$ cat src/hdl/vcr_pkg.sv
`default_nettype none
// ----------------------------------------------------------------------------
// vcr_pkg: shared types and constants of the varispeed cubic resampler
// Word formats, operation and register codes, sequencer states and the
// control word that the sequencer hands to the interpolation unit.
// ----------------------------------------------------------------------------
package vcr_pkg;

  localparam int SAMPLE_W    = 16;
  localparam int FRAME_W     = 2 * SAMPLE_W;
  localparam int ADDR_W      = 14;
  localparam int TLEN_W      = 15;
  localparam int SPEED_W     = 19;
  localparam int CFG_DATA_W  = 19;
  localparam int CFG_INDEX_W = 2;
  localparam int OP_W        = 2;

  // Interpolator arithmetic: fraction, coefficient and accumulator widths.
  localparam int T_W      = 16;
  localparam int K_W      = 20;
  localparam int ACC_FRAC = 16;
  localparam int ACC_W    = 38;
  localparam int HI_W     = ACC_W - ACC_FRAC;
  localparam int MUL_B_W  = T_W + 1;
  localparam int PROD_W   = HI_W + MUL_B_W;

  localparam int WINDOW_TAPS = 4;
  localparam int LEN_MIN     = 4;

  localparam logic [OP_W-1:0] OP_LOAD    = 2'd0;
  localparam logic [OP_W-1:0] OP_SEEK    = 2'd1;
  localparam logic [OP_W-1:0] OP_PRODUCE = 2'd2;

  localparam logic [CFG_INDEX_W-1:0] CFG_TRACK_LENGTH = 2'd0;
  localparam logic [CFG_INDEX_W-1:0] CFG_SPEED_RATE   = 2'd1;
  localparam logic [CFG_INDEX_W-1:0] CFG_PLAY_MODE    = 2'd2;

  // Speed 4.0 is the ceiling; below 656 (0.01 in 3.16) the output is silent.
  localparam logic [SPEED_W-1:0] SPEED_MAX = 19'd262144;
  localparam logic [SPEED_W-1:0] SPEED_MIN = 19'd656;

  localparam logic MODE_PASSTHROUGH = 1'b0;
  localparam logic MODE_TURNTABLE   = 1'b1;

  typedef logic [WINDOW_TAPS-1:0][FRAME_W-1:0] window_t;

  typedef enum logic [3:0] {
    ST_IDLE,
    ST_CLAMP,
    ST_ADDR,
    ST_FETCH,
    ST_PASS_RD,
    ST_PASS_CAP,
    ST_COEF,
    ST_MUL_HI,
    ST_MUL_LO,
    ST_ROUND,
    ST_ADVANCE,
    ST_FINAL
  } seq_state_t;

  typedef enum logic [1:0] {
    STEP_K2,
    STEP_K1,
    STEP_K0
  } step_t;

  typedef struct packed {
    logic  coef;
    logic  mul_hi;
    logic  mul_lo;
    step_t step;
    logic  channel;
  } interp_ctl_t;

endpackage
`default_nettype wire

$ cat src/hdl/vcr_interp.sv
`default_nettype none
// ----------------------------------------------------------------------------
// vcr_interp: Catmull-Rom coefficient, Horner and rounding unit
// One shared multiplier evaluates each Horner step as two partial products
// (integer half and fraction half of the accumulator), one after the other.
// ----------------------------------------------------------------------------
module vcr_interp (
  input  wire logic                                 clk,
  input  wire vcr_pkg::interp_ctl_t                 ctl,
  input  wire vcr_pkg::window_t                     window,
  input  wire logic        [vcr_pkg::T_W-1:0]       t_frac,
  output logic signed      [vcr_pkg::SAMPLE_W-1:0]  sample,
  output logic                                      clip
);
  import vcr_pkg::*;

  localparam int R_W = ACC_W - ACC_FRAC - 1;
  localparam logic signed [R_W-1:0]   SAT_HI = R_W'(32767);
  localparam logic signed [R_W-1:0]   SAT_LO = -R_W'(32768);
  localparam logic signed [ACC_W-1:0] ROUND_HALF = ACC_W'(1) << ACC_FRAC;

  function automatic logic signed [K_W-1:0] sext(input logic [SAMPLE_W-1:0] s);
    return {{(K_W-SAMPLE_W){s[SAMPLE_W-1]}}, s};
  endfunction

  function automatic logic signed [ACC_W-1:0] kshift(input logic signed [K_W-1:0] k);
    return {{(ACC_W-ACC_FRAC-K_W){k[K_W-1]}}, k, {ACC_FRAC{1'b0}}};
  endfunction

  logic signed [K_W-1:0] y [WINDOW_TAPS];
  logic signed [K_W-1:0] k0, k1, k2, k3, d12, ksel;
  logic signed [K_W-1:0] k0_r, k1_r, k2_r, k0_nxt, k1_nxt, k2_nxt;
  logic signed [ACC_W-1:0] acc_r, acc_nxt, rsum;
  logic signed [PROD_W-1:0] prod_r, prod_nxt, product;
  logic signed [HI_W-1:0] mul_a;
  logic signed [MUL_B_W-1:0] mul_b;
  logic signed [R_W-1:0] r;

  always_comb begin
    for (int i = 0; i < WINDOW_TAPS; i++) begin
      y[i] = ctl.channel ? sext(window[i][SAMPLE_W-1:0])
                         : sext(window[i][FRAME_W-1:SAMPLE_W]);
    end
  end

  // Coefficients are kept doubled so that they stay integer.
  assign d12 = y[1] - y[2];
  assign k0  = y[1] <<< 1;
  assign k1  = y[2] - y[0];
  assign k2  = (y[0] <<< 1) - (y[1] <<< 2) - y[1] + (y[2] <<< 2) - y[3];
  assign k3  = (y[3] - y[0]) + (d12 <<< 1) + d12;

  always_comb begin
    case (ctl.step)
      STEP_K2: ksel = k2_r;
      STEP_K1: ksel = k1_r;
      default: ksel = k0_r;
    endcase
  end

  // The shared multiplier: integer half of the accumulator while mul_hi is set,
  // the non-negative fraction half while mul_lo is set.
  assign mul_b   = {1'b0, t_frac};
  assign mul_a   = ctl.mul_lo ? {{(HI_W-ACC_FRAC){1'b0}}, acc_r[ACC_FRAC-1:0]}
                              : acc_r[ACC_W-1:ACC_FRAC];
  assign product = mul_a * mul_b;

  always_comb begin
    k0_nxt   = k0_r;
    k1_nxt   = k1_r;
    k2_nxt   = k2_r;
    acc_nxt  = acc_r;
    prod_nxt = prod_r;
    if (ctl.coef) begin
      k0_nxt  = k0;
      k1_nxt  = k1;
      k2_nxt  = k2;
      acc_nxt = kshift(k3);
    end
    if (ctl.mul_hi) begin
      prod_nxt = product;
    end
    if (ctl.mul_lo) begin
      acc_nxt = prod_r[ACC_W-1:0] + ACC_W'(product[PROD_W-1:ACC_FRAC]) + kshift(ksel);
    end
  end

  always_ff @(posedge clk) begin
    k0_r   <= k0_nxt;
    k1_r   <= k1_nxt;
    k2_r   <= k2_nxt;
    acc_r  <= acc_nxt;
    prod_r <= prod_nxt;
  end

  // Round half up to Q1.15 and saturate.
  assign rsum = acc_r + ROUND_HALF;
  assign r    = $signed(rsum[ACC_W-1:ACC_FRAC+1]);

  always_comb begin
    clip = 1'b0;
    if (r > SAT_HI) begin
      sample = SAT_HI[SAMPLE_W-1:0];
      clip   = 1'b1;
    end else if (r < SAT_LO) begin
      sample = SAT_LO[SAMPLE_W-1:0];
      clip   = 1'b1;
    end else begin
      sample = r[SAMPLE_W-1:0];
    end
  end

endmodule
`default_nettype wire
$ cat config.mk
export PLATFORM = sky130hd
export DESIGN_NAME = vcr_interp
export DESIGN_NICKNAME = d
export VERILOG_FILES = /design/src/hdl/vcr_pkg.sv /design/src/hdl/vcr_interp.sv
export SDC_FILE = /design/constraint.sdc
export NUM_CORES = 2
export LEC_CHECK = 0
export BUFFER_PORTS_ARGS = -buffer_cell sky130_fd_sc_hd__buf_2
export CAP_MARGIN = 20
export CORE_ASPECT_RATIO = 0.8
export CORE_MARGIN = 5
export CORE_UTILIZATION = 50
export CTS_CLUSTER_DIAMETER = 40
export DETAILED_ROUTE_END_ITERATION = 10
export PLACE_DENSITY = 0.74
export SLEW_MARGIN = 25
export SYNTH_ARGS = -nofsm -noshare
export SYNTH_HDL_FRONTEND = slang
export SYNTH_SLANG_ARGS = --single-unit
$ cat constraint.sdc
create_clock -name clk -period 27.2 [get_ports clk]
set_input_delay 0 -clock clk [delete_from_list [all_inputs] [get_ports clk]]
set_output_delay 0 -clock clk [all_outputs]
set_load 0.01 [all_outputs]
# Word-level counts from Yosys, hierarchy flattened
# Index checks and enable logic that the tools add are counted.
# word_totals
reg_bits	135
latchBits	0
ramBits	0
mem_bits_ro	0
inputBits	151
output_inout_bits	17
elab_cells	35
n_memories	0
# op_classes
n_addsub	12
mul	1
div_mod_pow	0
n_lt_le_gt_ge	2
n_eq_ne	1
shift	0
mux	12
bitwise_logic	0
n_reduce_logical	2
# op_table
cell	n
subtractor 20 bit	6
two-way mux 20 bit	4
two-way mux 38 bit	2
adder 20 bit	3
one-hot mux 20 bit (2 select lines)	1
multiplier 22 x 17 -> 39 bit	1
adder 38 x 18 -> 38 bit, second input constant	1
adder 38 x 23 -> 38 bit	1
adder 38 bit	1
two-way mux 16 bit	2
two-way mux 22 bit	1
> comparator 21 x 16 -> 1 bit, second input constant	1
< comparator 21 x 16 -> 1 bit, second input constant	1
equality test 2 x 1 -> 1 bit, second input constant	1
logical NOT 2 bit	1
two-way mux 1 bit	2
nonzero test 2 bit	1

# Logic depth before layout (Yosys ltp)
# depth
depth_word	6
depth_mapped	42
mapped_depth_nobuf	39

# Worst setup path after synthesis
# Ideal clock, no wire load.
# synth_path
path_kind	input to register
startpoint	input ctl[3] (netlist bit)
endpoint	register acc_r[37] (data pin)
setup_time_ns	0.254
arrival_ns	9.223
required_ns	26.946
setup_slack_ns	17.723
path_stages	39
path_buffers	3
path_cell_list	buf_1 > buf_1 > mux2_2 > clkbuf_1 > nand2_1 > fa_1 > inv_1 > fa_1 > inv_1 > fa_1 > inv_1 > fa_1 > fa_1 > inv_1 > fa_1 > inv_1 > ha_1 > and4_1 > [3 not listed] > o31ai_1 > a21o_1 > a21oi_1 > o21bai_1 > a211oi_1 > nor2_1 > fa_1 > ha_1 > nand3_1 > nor2_1 > nand3_1 > a2111oi_0 > a2111oi_0 > or3b_2 > a21oi_1 > a31oi_1 > xnor2_1 > a21o_1
# synth_between
elab_chain_cells	5
# synth_rtl
element	line_no	source
start: declaration	vcr_interp.sv:9	input wire vcr_pkg::interp_ctl_t ctl,
two-way mux 22 bit	vcr_interp.sv:64	assign mul_a = ctl.mul_lo ? {{(HI_W-ACC_FRAC){1'b0}}, acc_r[ACC_FRAC-1:0]}
multiplier 22 x 17 -> 39 bit	vcr_interp.sv:66	assign product = mul_a * mul_b;
net product[32]	vcr_interp.sv:34	logic signed [PROD_W-1:0] prod_r, prod_nxt, product;
adder 38 x 23 -> 38 bit	vcr_interp.sv:84	acc_nxt = prod_r[ACC_W-1:0] + ACC_W'(product[PROD_W-1:ACC_FRAC]) + kshift(ksel);
adder 38 bit	vcr_interp.sv:84	
two-way mux 38 bit	vcr_interp.sv:83	if (ctl.mul_lo) begin
net acc_nxt[37]	vcr_interp.sv:33	logic signed [ACC_W-1:0] acc_r, acc_nxt, rsum;
end signal: assignment	vcr_interp.sv:92	acc_r <= acc_nxt;
end: declaration	vcr_interp.sv:33	
# The timed path passes the listed nets, and every way through them passes these cells.
# A chain may end at the register's enable or synchronous reset.

# Worst setup path after layout
# layout_path
startpoint	register acc_r[21]
endpoint	register acc_r[37] (data pin)
# layout_between
elab_chain_cells	5
# layout_rtl
element	line_no
two-way mux 22 bit	vcr_interp.sv:64
multiplier 22 x 17 -> 39 bit	vcr_interp.sv:66
net product[32]	vcr_interp.sv:34
adder 38 x 23 -> 38 bit	vcr_interp.sv:84
adder 38 bit	vcr_interp.sv:84
two-way mux 38 bit	vcr_interp.sv:83
net acc_nxt[37]	vcr_interp.sv:33
# The timed path passes the listed nets, and every way through them passes these cells.

==> flow_results.xml <==
<?xml version="1.0" encoding="UTF-8"?>
<metrics>
  <group name="outcome">
    <metric name="outcome" unit="">finished clean</metric>
  </group>
  <group name="drt">
    <metric name="number_of_vias_after_detailed_routing" unit="">19785</metric>
    <metric name="post_drt_wl_per_cell" unit="um">18.96</metric>
    <metric name="first_pass_iters" unit="">5</metric>
    <metric name="via_count_normalized_by_instance_count" unit="">5.507</metric>
    <metric name="post-route-drc-count" unit="">0</metric>
    <metric name="drt-total-wl" unit="um">68130</metric>
    <metric name="antenna_left" unit="">0</metric>
    <metric name="drtIter0Drc" unit="">1409</metric>
  </group>
  <group name="synth">
    <metric name="synth_enable_flop_cells" unit="">132</metric>
    <metric name="netlist_instances" unit="">2771</metric>
    <metric name="synth_async_sr_flop_share" unit="%">0</metric>
    <metric name="netlist_area" unit="mm2">0.02637</metric>
    <metric name="synth_top_area_share" unit="%">33.86</metric>
    <metric name="netlist.top_cell.by_area" unit="">sky130_fd_sc_hd__fa_1</metric>
    <metric name="ys_seq_elements" unit="">132</metric>
    <metric name="postSynthNetCount" unit="">3605</metric>
    <metric name="synth_area_leaders" unit="">sky130_fd_sc_hd__fa_1, sky130_fd_sc_hd__edfxtp_1, sky130_fd_sc_hd__ha_1, sky130_fd_sc_hd__inv_1, sky130_fd_sc_hd__nand2_1</metric>
    <metric name="synth-main-ff-cell" unit="">sky130_fd_sc_hd__edfxtp_1</metric>
    <metric name="synth_area_per_cell" unit="um2">9.515</metric>
    <metric name="synthesis.yosys.warnings" unit="">0</metric>
    <metric name="post_synth_cell_types" unit="">67</metric>
    <metric name="synth.yosys.seq_area_share" unit="%">15.03</metric>
  </group>
  <group name="worst_setup_path">
    <metric name="critical_path.max_fanout" unit="">16</metric>
    <metric name="crit_top_cell" unit="">sky130_fd_sc_hd__fa_1</metric>
    <metric name="critical-path-slowest-cell" unit="">sky130_fd_sc_hd__nor4_1</metric>
    <metric name="critical_path.max_stage_delay" unit="ns">0.68</metric>
    <metric name="worst_ep_required_time" unit="ns">27.39</metric>
    <metric name="data_arrival_time_at_the_worst_slack_endpoint" unit="ns">10.88</metric>
    <metric name="startpoint_type" unit="">flip-flop</metric>
    <metric name="endpoint_kind" unit="">flip-flop</metric>
    <metric name="setup.worst_path.class" unit="">flip-flop to flip-flop</metric>
  </group>
  <group name="global_routing">
    <metric name="grt_first_pass_wirelength" unit="um">111800</metric>
    <metric name="grt_usage" unit="%">24.10</metric>
    <metric name="gr-total-overflow" unit="">0</metric>
    <metric name="maximum_number_of_pins_on_one_net_before_global_route_repair" unit="">67</metric>
    <metric name="number_of_global_route_vias_before_repair" unit="">21224</metric>
    <metric name="grt_antenna_before_repair" unit="">0</metric>
  </group>
  <group name="min_path">
    <metric name="holdCritPathClass" unit="">input port to flip-flop</metric>
  </group>
  <group name="cells_and_area">
    <metric name="layout.cells.most_common" unit="">sky130_fd_sc_hd__inv_1</metric>
    <metric name="n_antenna_cell" unit="">0</metric>
    <metric name="most-common-layout-cells" unit="">sky130_fd_sc_hd__inv_1, sky130_fd_sc_hd__fa_1, sky130_fd_sc_hd__nand2_1, sky130_fd_sc_hd__ha_1, sky130_fd_sc_hd__buf_2</metric>
    <metric name="area_overhead_vs_synth" unit="%">7.911</metric>
    <metric name="final_layout_size_suffix_gt1_share" unit="%">9.414</metric>
    <metric name="fin_nets" unit="">3721</metric>
  </group>
  <group name="timing">
    <metric name="maxSlewHeadroom" unit="%">33.54</metric>
    <metric name="fin_skew" unit="ns">0.009813</metric>
    <metric name="setup_viol_count_final" unit="">0</metric>
    <metric name="setup_total_negative_slack" unit="ns">0</metric>
    <metric name="final_hold_viol_count" unit="">0</metric>
    <metric name="achievable-frequency" unit="GHz">0.09349</metric>
    <metric name="grt_setup_unrepaired" unit="">no</metric>
    <metric name="timing_worst_slew_pin_value" unit="ns">0.9969</metric>
    <metric name="finalMaxSlewViolations" unit="">0</metric>
    <metric name="layout_min_cycle_time" unit="ns">10.70</metric>
    <metric name="timing.final.crit_share" unit="%">39.33</metric>
  </group>
  <group name="clocking">
    <metric name="cts.sink_count" unit="">132</metric>
    <metric name="cts-root-to-sink-buffers" unit="">2</metric>
    <metric name="holdBufCountCts" unit="">4</metric>
    <metric name="cts_setup_buffers" unit="">0</metric>
    <metric name="insertion_delay" unit="ns">0.43</metric>
    <metric name="clk_pin_slew" unit="ns">0.06</metric>
    <metric name="tritoncts_clock_tree" unit="">done</metric>
    <metric name="cts-buffers-inserted" unit="">17</metric>
    <metric name="cts_repair_resize_count" unit="">0</metric>
    <metric name="cts-root-buf" unit="">sky130_fd_sc_hd__clkbuf_16</metric>
    <metric name="h_tree_depth" unit="">4</metric>
  </group>
  <group name="place">
    <metric name="io_buffers" unit="">167</metric>
    <metric name="post-dp-hpwl" unit="um">56280</metric>
    <metric name="place_congestion" unit="">0.9528</metric>
  </group>
  <group name="run">
    <metric name="max_cap_violations" unit="">0</metric>
  </group>
  <group name="floorplan">
    <metric name="die_w" unit="um">266.7</metric>
    <metric name="number_of_placement_rows" unit="">75</metric>
    <metric name="floorplan.initialDensity" unit="%">50.44</metric>
    <metric name="io_pins" unit="">168</metric>
    <metric name="core-area" unit="mm2">0.05227</metric>
    <metric name="design.die.area" unit="mm2">0.05745</metric>
    <metric name="dieHeight" unit="um">215.4</metric>
  </group>
</metrics>
[final timing paths]
check	to	slack, ns	from	cells past startpoint
setup reg to reg	acc_r[37]$_DFFE_PP_	16.50	acc_r[21]$_DFFE_PP_	35
hold reg to reg	acc_r[0]$_SDFFCE_PN0P_	0.66	prod_r[0]$_DFFE_PP_	2
setup / recovery	acc_r[37]$_DFFE_PP_	16.50	acc_r[21]$_DFFE_PP_	35
hold / removal	k0_r[9]$_DFFE_PP_	0.02	window[56]	2
[per-stage QoR]
step | util, % | area (um2) | hold slack, ns | cells | setup slack, ns
floorplan | - | 26370 | 0.1125 | 2771 | 17.72
global placement | 53.24 | 27830 | 0.4316 | 3557 | 16.66
detailed placement | 53.24 | 27830 | 0.4437 | 3557 | 16.38
CTS | 54.43 | 28450 | 0.007547 | 3593 | 16.57
global route | 54.43 | 28450 | 0.03699 | 3593 | 15.84
finish | 54.43 | 28450 | 0.01507 | 3593 | 16.50
[registers in the layout (all words and copies together), names as in the netlist]
signal and count:
acc_r 38, k0_r 16, k1_r 20, k2_r 20, prod_r 38
[logic make-up after synthesis]
family | Yosys count | synth area share (%)
and+or+nand+nor | 725 | 13.27
adders and majority gates | 683 | 45.11
buffers and inverters | 626 | 8.936
AOI/OAI and AO/OA | 362 | 8.889
xor gates and xnor gates | 143 | 4.750
DFF | 132 | 15.03
muxes | 100 | 4.005
[critical path, delay by kind of cell, from the launching register on]
family | cells | cell delay [ns]
simple gates | 8 | 2.42
flops | 1 | 0.54
xor+xnor | 1 | 0.14
compound gates | 12 | 2.38
mux | 1 | 0.50
buf+inv | 4 | 0.22
fa+ha+maj | 9 | 4.24
[synth_stat cells (44+ instances only)]
cell and instances:
sky130_fd_sc_hd__edfxtp_1 132, sky130_fd_sc_hd__o21ai_0 77, sky130_fd_sc_hd__mux2i_1 56, sky130_fd_sc_hd__mux2_2 44
sky130_fd_sc_hd__xnor2_1 105, sky130_fd_sc_hd__and2_1 155, sky130_fd_sc_hd__fa_1 446, sky130_fd_sc_hd__a21oi_1 114
sky130_fd_sc_hd__nor2_1 105, sky130_fd_sc_hd__inv_1 541, sky130_fd_sc_hd__clkbuf_1 73, sky130_fd_sc_hd__nand2_1 290
sky130_fd_sc_hd__ha_1 237
[routing by layer]
| layer | global-route usage [%] | vias up | wire [um] |
|---|---|---|---|
| li1 | - | 9083 | - |
| met1 | 33.87 | 9779 | 29410 |
| met2 | 39.53 | 801 | 32010 |
| met3 | 3.826 | 122 | 5088 |
| met4 | 6.008 | 0 | 1615 |
| met5 | 0 | - | 0 |
[cell type report]
type | count | area [um2]
clock buffers | 18 | 429.2
clock inverters | 14 | 153.9
fillers | 4633 | 23820
inverters | 541 | 2031
multi-input cells | 2013 | 20050
flip-flops and latches | 132 | 3964
well taps | 693 | 867.1
repair buffers | 182 | 960.9
Power is not shown: default switching activity piles up to over one toggle a cycle in this logic, so the estimate is an artifact.
